File: src/rtl/core/quaternion_to_rotation_matrix_defines.svh
// assertion macros for the quaternion to rotation matrix block
`ifndef QUATERNION_TO_ROTATION_MATRIX_DEFINES_SVH
`define QUATERNION_TO_ROTATION_MATRIX_DEFINES_SVH
// implication checked on every clock edge outside reset
`define Q2R_ASSERT_IMP(label, ante, cons, msg) \
    label: assert property (@(posedge clk) disable iff (!rst_n) (ante) |-> (cons)) \
        else $error(msg);
// next-cycle implication checked outside reset
`define Q2R_ASSERT_NEXT(label, ante, cons, msg) \
    label: assert property (@(posedge clk) disable iff (!rst_n) (ante) |=> (cons)) \
        else $error(msg);
`endif

File: src/rtl/core/q2r_fifo.sv
// short queue between front and back stages
module q2r_fifo #(
    parameter int unsigned W = 8,
    parameter int unsigned DEPTH = 4
) (
    input  logic         clk,
    input  logic         rst_n,
    input  logic         wr_en,
    input  logic [W-1:0] wr_data,
    input  logic         rd_en,
    output logic [W-1:0] rd_data,
    output logic         not_empty
);
    localparam int unsigned AW = $clog2(DEPTH);
    logic [W-1:0] mem [DEPTH];
    logic [AW-1:0] wp_reg, rp_reg;
    logic [AW:0] cnt_reg;

    always_ff @(posedge clk)
    begin
        if (wr_en)
        begin
            mem[wp_reg] <= wr_data;
        end
    end

    always_ff @(posedge clk or negedge rst_n)
    begin
        if (!rst_n)
        begin
            wp_reg  <= '0;
            rp_reg  <= '0;
            cnt_reg <= '0;
        end
        else
        begin
            if (wr_en)
            begin
                wp_reg <= (wp_reg == AW'(DEPTH-1)) ? '0 : wp_reg + 1'b1;
            end
            if (rd_en)
            begin
                rp_reg <= (rp_reg == AW'(DEPTH-1)) ? '0 : rp_reg + 1'b1;
            end
            cnt_reg <= cnt_reg + (AW+1)'(wr_en) - (AW+1)'(rd_en);
        end
    end

    assign rd_data   = mem[rp_reg];
    assign not_empty = (cnt_reg != '0);
endmodule

File: config.mk
export PLATFORM = sky130hd
export DESIGN_NAME = q2r_fifo
export DESIGN_NICKNAME = d
export VERILOG_FILES = /design/src/rtl/core/quaternion_to_rotation_matrix_defines.svh /design/src/rtl/core/q2r_fifo.sv
export SDC_FILE = /design/constraint.sdc
export NUM_CORES = 1
export LEC_CHECK = 0
export BUFFER_PORTS_ARGS = -buffer_cell sky130_fd_sc_hd__buf_2
export CORE_AREA = 4 4 78 80
export DETAILED_ROUTE_END_ITERATION = 10
export DIE_AREA = 0 0 82 84
export SETUP_SLACK_MARGIN = 0.15
export SLEW_MARGIN = 15
export SYNTH_ARGS = -nofsm -noshare
export SYNTH_HDL_FRONTEND = slang
export SYNTH_SLANG_ARGS = --single-unit
File: constraint.sdc
create_clock -name clk -period 3.2 [get_ports clk]
set_input_delay 0.64 -clock clk [delete_from_list [all_inputs] [get_ports clk]]
set_output_delay 0.64 -clock clk [all_outputs]
set_load 0.005 [all_outputs]
==> results.toml, run 1 <==
[run_status]
status = "finished clean"

[synthesis]
syn-cell-area_sq_um = 1560
yosys_warnings = 0
yosysSeqAreaShare_pct = 72.8
yosys.area.top_type_share_pct = 61.6
synth_nets = 97
ys_ff_latch = 39
synth_area_leaders = "edfxtp_1, mux4_2, dfrtp_1"
synthCells = 77
synth_cell_types = 16
synth_area_per_cell_sq_um = 20.3
synth_area_leader_cell = "edfxtp_1"

[clock_tree]
post-cts-setup-buffers = 0
numCtsBuffers = 5
insertion_delay_ns = 0.28
cts_resized = 0
clock_sinks = 39
clock_path_buffers = 2
cts_tree = "done"
htreeDepth = 2
clkTransAtPathRegs_ns = 0.07
cts_root_buf = "clkbuf_8"
hold_buffers = 0

[run]
maxCapViolations = 0

[power]
power_mw = 1.47
ir_worst_vdd_uv = 294
leakage_nw = 0.671
power_density_nw_per_um2 = 809

[critical_path]
cp_max_fo = 11
crit_arrival_ns = 1.74
r2r-start = "cnt_reg[0]"
critPathLaunchType = "flop"
end_kind = "primary output"
required_ns = 2.56
crit_path_start = "rp_reg[0]"
rr_worst_depth = 8
crit_type = "reg -> out"

[floorplanning]
coreArea_sq_um = 5410
io_pins = 21
dieWidth_um = 82
initial_core_util_pct = 28.9
rows = 27
die_h_um = 84
die_area_sq_um = 6890

[sta]
worst_pin_slew_ns = 0.596
clock_skew_ns = 0.00702
tns_ns = 0
fin_crit_ns = 2.38
max_clock_freq_mhz = 420
finalHoldViolations = 0
finalSetupViolCount = 0
post-route-period-util_pct = 74.4
drv_slew = 0
slew_headroom_pct = 60.2
grt_setup_unrepaired = "false"

[layout]
antenna-diode-count = 0
mostFrequentLayoutCells = "edfxtp_1, buf_2, mux4_2"
area_growth_pct = 16.4
drive_above_1_share_pct = 35.0
final_nets = 122
largest_register_ffs = 32
num-fill-cells = 542
final_common_cell = "edfxtp_1"

[grt]
grt_pass1_vias = 868
grt_pass1_wl_um = 4290
antenna_found_initial = 0
grt_max_degree = 12
grt_use_total_pct = 8.64
overflow = 0

[worst_hold_path]
hold_class = "in -> async"

[drt]
drt-initial-drc-count = 36
dr.max_layer_used = "met4"
dr_wl_met3_um = 169
drc_errors = 0
via_per_inst = 4.22
met2_length_um = 1270
dr.pass1.iters = 2
num_vias = 739
wirelength_um = 2530
drt-met1-wl_um = 1070
ant_nets = 0
detail_route.wl_per_cell_um = 14.5

[placed_design]
gp_congestion = 0.623
place_hpwl_um = 1770
portBuffers = 20
-- synthesized netlist by cell type --
cell and instances:
edfxtp_1 32, mux4_2 8, dfrtp_1 7, ha_1 7
inv_1 6, and2_1 4, mux2_2 2, o21ai_0 2
xnor2_1 2, buf_2 1, buf_6 1, fa_1 1
nand2_1 1, nor2_1 1, or3_1 1, or3b_1 1
-- cell families (layout without fill, tap and decap cells) --
group,after synthesis,in the layout,share of synthesized area (%)
muxes,10,10,13.0
buffers and inverters,8,34,2.49
DFF,39,39,72.8
and+or+nand+nor,8,8,3.05
xor gates and xnor gates,2,2,1.12
AOI/OAI and AO/OA,2,2,0.642
adders and majority gates,8,8,6.90
-- where the power goes --
part	leakage (nW)	switching [mW]	internal, mW
sequential	0.377	0.0991	0.669
clock	0.0422	0.150	0.153
combinational	0.252	0.169	0.229
-- layout make-up --
type,instances,area (sq um),share of cell area [%]
Clock buffer,7,76.3,4.20
Inverter,6,22.5,1.24
Tap cell,72,90.1,4.96
Clock inverter,1,5.00,0.276
Multi-Input combinational cell,30,385,21.2
Timing Repair Buffer,20,100,5.51
Sequential cell,39,1140,62.6
-- worst max-delay path, stage by stage (launching register included) --
cell     delay [ns]
dfrtp_1        0.73
mux4_2         0.59
buf_2          0.14
-- final timing paths --
| path | endpoint | slack, ns |
|---|---|---|
| max in group asynchronous | cnt_reg[2] | 2.86 |
| min in group clk | cnt_reg[2] | 0.47 |
| hold reg to reg | cnt_reg[2] | 0.47 |
| hold / removal | wp_reg[0] | 0.18 |
| setup / recovery | rd_data[3] | 0.82 |
| setup reg to reg | cnt_reg[2] | 1.58 |
-- routing by layer --
metal,vias to the layer above,GRT usage (%)
met5,-,0
met4,0,3.17
met3,5,4.43
met2,22,14.1
met1,367,9.42
li1,345,-
-- stage by stage --
stage	utilization [%]	cells	hold WS (ns)	setup WS, ns	area [sq um]
after floorplan	-	77	0.344	1.34	1560
after global placement	32.1	167	0.458	1.09	1730
after detailed placement	32.1	167	0.465	1.08	1730
after CTS	33.6	175	0.174	0.758	1820
after global routing	33.6	175	0.177	0.676	1820
final	33.6	175	0.178	0.819	1820
(Power assumes the default switching activity.)
==> inputs of run 2 (changes only) <==
==> constraint.sdc (replaced) <==
create_clock -name clk -period 2.3 [get_ports clk]
set_input_delay 0.46 -clock clk [delete_from_list [all_inputs] [get_ports clk]]
set_output_delay 0.46 -clock clk [all_outputs]
set_load 0.005 [all_outputs]
==> results.toml, run 2 (synthesized netlist as in run 1, its figures left out) <==
[run_status]
status = "finished clean"

[critical_path]
end_kind = "primary output"
crit_arrival_ns = 1.55
slowest_stage = "dfrtp_2"
crit_path_max_incr_delay_ns = 0.57
crit_type = "reg -> out"
cp_max_fo = 11
critPathLaunchType = "flop"
crit_chain = "mux4_2 > buf_2"
required_ns = 1.84

[drt]
dr.pass1.iters = 4
ant_nets = 0
via_per_inst = 4.19
wirelength_um = 2490
num_vias = 738
drc_errors = 0
detail_route.wl_per_cell_um = 14.2
drt-initial-drc-count = 46

[layout]
final_common_cell = "edfxtp_1"
fin_util_pct = 34.7
antenna-diode-count = 0
drive_above_1_share_pct = 36.5
largest_register_ffs = 32
mostFrequentLayoutCells = "edfxtp_1, buf_2, mux4_2"
final_nets = 123
area_growth_pct = 20.4

[clock_tree]
numCtsBuffers = 5
cts_tree = "done"
insertion_delay_ns = 0.29
cts_root_buf = "clkbuf_8"
clkTransAtPathRegs_ns = 0.07
clock_path_buffers = 2
htreeDepth = 2
clock_sinks = 39
post-cts-setup-buffers = 0

[sta]
post-route-period-util_pct = 87.2
finalHoldViolations = 0
drv_slew = 0
tns_ns = 0
slew_headroom_pct = 70.2
grt_setup_unrepaired = "false"
fin_crit_ns = 2.01
finalSetupViolCount = 0
clock_skew_ns = 0.00527
worst_pin_slew_ns = 0.447
max_clock_freq_mhz = 498

[grt]
grt_pass1_vias = 822
overflow = 0
antenna_found_initial = 0
grt_use_total_pct = 8.45
grt_max_degree = 13
grt_pass1_wl_um = 4180

[power]
power_density_nw_per_um2 = 1210
ir_worst_vdd_uv = 548
leakage_nw = 0.697

[run]
maxCapViolations = 0

[floorplanning]
dieWidth_um = 82
coreArea_sq_um = 5410
rows = 27
die_area_sq_um = 6890
initial_core_util_pct = 28.9
die_h_um = 84
io_pins = 21

[worst_hold_path]
hold_class = "in -> reg"

[placed_design]
gp_congestion = 0.623
portBuffers = 20
==> run 2: cell count changes in the layout (fill, tap and decap cells not counted) <==
cell	before	now
bufinv_16	0	2
clkbuf_1	2	1
clkinv_2	1	0
dfrtp_1	7	6
dfrtp_2	0	1
dlygate4sd3_1	0	1
==> run 2: what timing repair did <==
action,CTS,global route
endpoints found under the setup margin,8,0
hold buffers,1,0
endpoints found under the hold margin,7,0
gates resized for setup,1,0
==> run 2: critical path, delay by kind of cell (launching register included) <==
family | cells | cell delay, ns
flops | 1 | 0.57
mux | 1 | 0.55
buf+inv | 1 | 0.14
==> run 2: final cells by class <==
type                    count  area [sq um]
multi-input cells          30           385
inverters                   6          22.5
clock inverters             2          60.1
clock buffers               6          72.6
repair buffers             21           110
fillers                   540          3530
well taps                  72          90.1
flip-flops and latches     39          1140
==> run 2: path summary, 6_finish.rpt <==
path | start | end | slack (ns) | cells past startpoint
max | rp_reg[0] | rd_data[2] | 0.29 | 2
min | wr_data[6] | mem[2][6] | 0.38 | 1
max reg2reg | cnt_reg[0] | cnt_reg[2] | 0.70 | 8
min reg2reg | cnt_reg[2] | cnt_reg[2] | 0.48 | 1
max in group asynchronous | rst_n | rp_reg[0] | 1.59 | 2
min in group asynchronous | rst_n | cnt_reg[2] | 0.53 | 2
==> run 2: stage by stage <==
step           power, mW  setup WS [ns]  instances  hold WS (ns)  cell area, sq um
5_1_grt             2.43          0.188        176         0.382              1880
3_5_place_dp        1.65          0.359        167         0.304              1730
4_1_cts             2.32          0.241        176         0.372              1880
2_1_floorplan       1.45          0.620         77         0.164              1560
3_3_place_gp        1.62          0.371        167         0.300              1730
6_report            2.27          0.294        176         0.383              1880
==> run 2: power breakdown <==
part           leakage, nW  internal (mW)  switching, mW  total, mW
Combinational        0.256          0.318          0.229      0.547
Clock               0.0654          0.433          0.224      0.657
Sequential           0.376          0.933          0.134       1.07
==> run 2: routing by layer <==
metal / wire length, um / part of all wire [%] / vias to the layer above / GRT usage, %
li1: - / - / 343 / -
met1: 1040 / 42 / 370 / 10.2
met2: 1240 / 50 / 22 / 12.9
met3: 174 / 7.0 / 3 / 4.10
met4: 32 / 1.3 / 0 / 3.17
met5: 0 / 0 / - / 0
==> inputs of run 3 (changes only) <==
==> constraint.sdc (replaced) <==
create_clock -name clk -period 2.3 [get_ports clk]
set_input_delay 0.575 -clock clk [delete_from_list [all_inputs] [get_ports clk]]
set_output_delay 0.575 -clock clk [all_outputs]
set_load 0.005 [all_outputs]
==> results.toml, run 3 (synthesized netlist as in run 1, its figures left out) <==
[run_status]
status = "finished clean"

[clock_tree]
numCtsBuffers = 5
hold_buffers = 0
cts_root_buf = "clkbuf_8"
insertion_delay_ns = 0.29
clock_path_buffers = 2
clkTransAtPathRegs_ns = 0.07
clock_sinks = 39
htreeDepth = 2
cts_tree = "done"

[power]
switchingPower_mw = 0.599
ir_worst_vdd_uv = 664
p_int_mw = 1.72
power_frac_seq_pct = 44.6
pwr-share-clk_pct = 28.5
power_mw = 2.32
power.share.switching_pct = 25.9
power_density_nw_per_um2 = 1220
leakage_nw = 0.707
combPwrFrac_pct = 27.0

[sta]
clock_skew_ns = 0.00573
finalSetupViolCount = 0
slew_headroom_pct = 70.5
grt_setup_unrepaired = "true"
max_clock_freq_mhz = 475
tns_ns = 0
post-route-period-util_pct = 91.5
fin_crit_ns = 2.10
layout_setup_ws_ns = 0.196
worst_pin_slew_ns = 0.443
finalHoldViolations = 0
drv_slew = 0

[drt]
wirelength_um = 2560
drc_errors = 0
drt-initial-drc-count = 39
num_vias = 742
detail_route.wl_per_cell_um = 14.4
dr.pass1.iters = 4
via_per_inst = 4.17
ant_nets = 0

[layout]
seq_area_sq_um = 1140
drive_above_1_share_pct = 38.7
num-fill-cells = 536
largest_register_ffs = 32
area_growth_pct = 21.2
multi_input_area_sq_um = 385
antenna-diode-count = 0
final_nets = 125
mostFrequentLayoutCells = "edfxtp_1, buf_2, mux4_2"
fin_util_pct = 35.0
final_common_cell = "edfxtp_1"

[floorplanning]
die_area_sq_um = 6890
die_h_um = 84
initial_core_util_pct = 28.9
io_pins = 21
coreArea_sq_um = 5410
rows = 27
dieWidth_um = 82

[critical_path]
crit_buf_inv = 2
crit_chain = "buf_2 > mux4_2 > buf_2"
end_kind = "primary output"
critPathLaunchType = "flop"
crit_arrival_ns = 1.53
slowest_stage = "mux4_2"
worst_path_dominant_cell_family = "multiplexers"
crit_top_cell = "buf_2"
crit_type = "reg -> out"
required_ns = 1.73
crit_path_max_incr_delay_ns = 0.51
cp_max_fo = 5

[placed_design]
portBuffers = 20
gp_congestion = 0.623
dp_slack_ns = 0.244

[grt]
overflow = 0
grt_pass1_vias = 819
grt_max_degree = 13
grt_use_total_pct = 8.43
antenna_found_initial = 0
grt_pass1_wl_um = 4170

[worst_hold_path]
hold_class = "in -> async"

[run]
maxCapViolations = 0
run 3: cell types whose count changed in the layout (fill, tap and decap cells not counted):
cell / delta
buf_2: +1
buf_4: +2
dfrtp_2: -1
dfrtp_4: +1
dlygate4sd3_1: -1
run 3: stage by stage:
stage | cells | hold slack (ns) | area, sq um
after floorplan | 77 | 0.279 | 1560
after global placement | 167 | 0.415 | 1730
after detailed placement | 167 | 0.419 | 1730
after CTS | 175 | 0.102 | 1870
after global routing | 178 | 0.102 | 1890
final | 178 | 0.111 | 1890
run 3: path summary, 6_finish.rpt:
check                           start  depth (start not counted)  slack [ns]         end
setup / recovery            rp_reg[0]                          3        0.20  rd_data[4]
hold / removal                  rst_n                          1        0.11  cnt_reg[2]
setup reg to reg           cnt_reg[0]                          8        0.70  cnt_reg[2]
hold reg to reg            cnt_reg[2]                          1        0.48  cnt_reg[2]
max in group asynchronous       rst_n                          1        2.00   rp_reg[0]
min in group clk           cnt_reg[2]                          1        0.48  cnt_reg[2]
run 3: routing by layer:
metal | vias to the layer above | wire, um | GRT usage (%)
met4 | 0 | 32 | 3.17
met5 | - | 0 | 0
met2 | 21 | 1230 | 12.9
met1 | 372 | 1130 | 10.1
met3 | 3 | 169 | 4.10
li1 | 346 | - | -
run 3: area by class of cell:
| cell class | instances | share of cell area [%] |
|---|---|---|
| clock buffers | 6 | 3.84 |
| clock inverters | 2 | 3.18 |
| inverters | 6 | 1.19 |
| multi-input cells | 30 | 20.4 |
| flip-flops and latches | 39 | 60.3 |
| well taps | 72 | 4.77 |
| repair buffers | 23 | 6.35 |
run 3: timing repair:
| item | CTS | global route |
|---|---|---|
| setup buffers | 0 | 3 |
| setup endpoints to repair | 8 | 7 |
| gates resized for setup | 2 | 0 |
run 3: power by group through the flow:
stage / clock (mW) / combinational [mW] / sequential (mW)
final: 0.659 / 0.625 / 1.03
after CTS: 0.676 / 0.564 / 1.08
after global placement: 0 / 0.547 / 1.08
after floorplan: 0 / 0.462 / 0.993
after global routing: 0.705 / 0.715 / 1.05
after detailed placement: 0 / 0.566 / 1.09
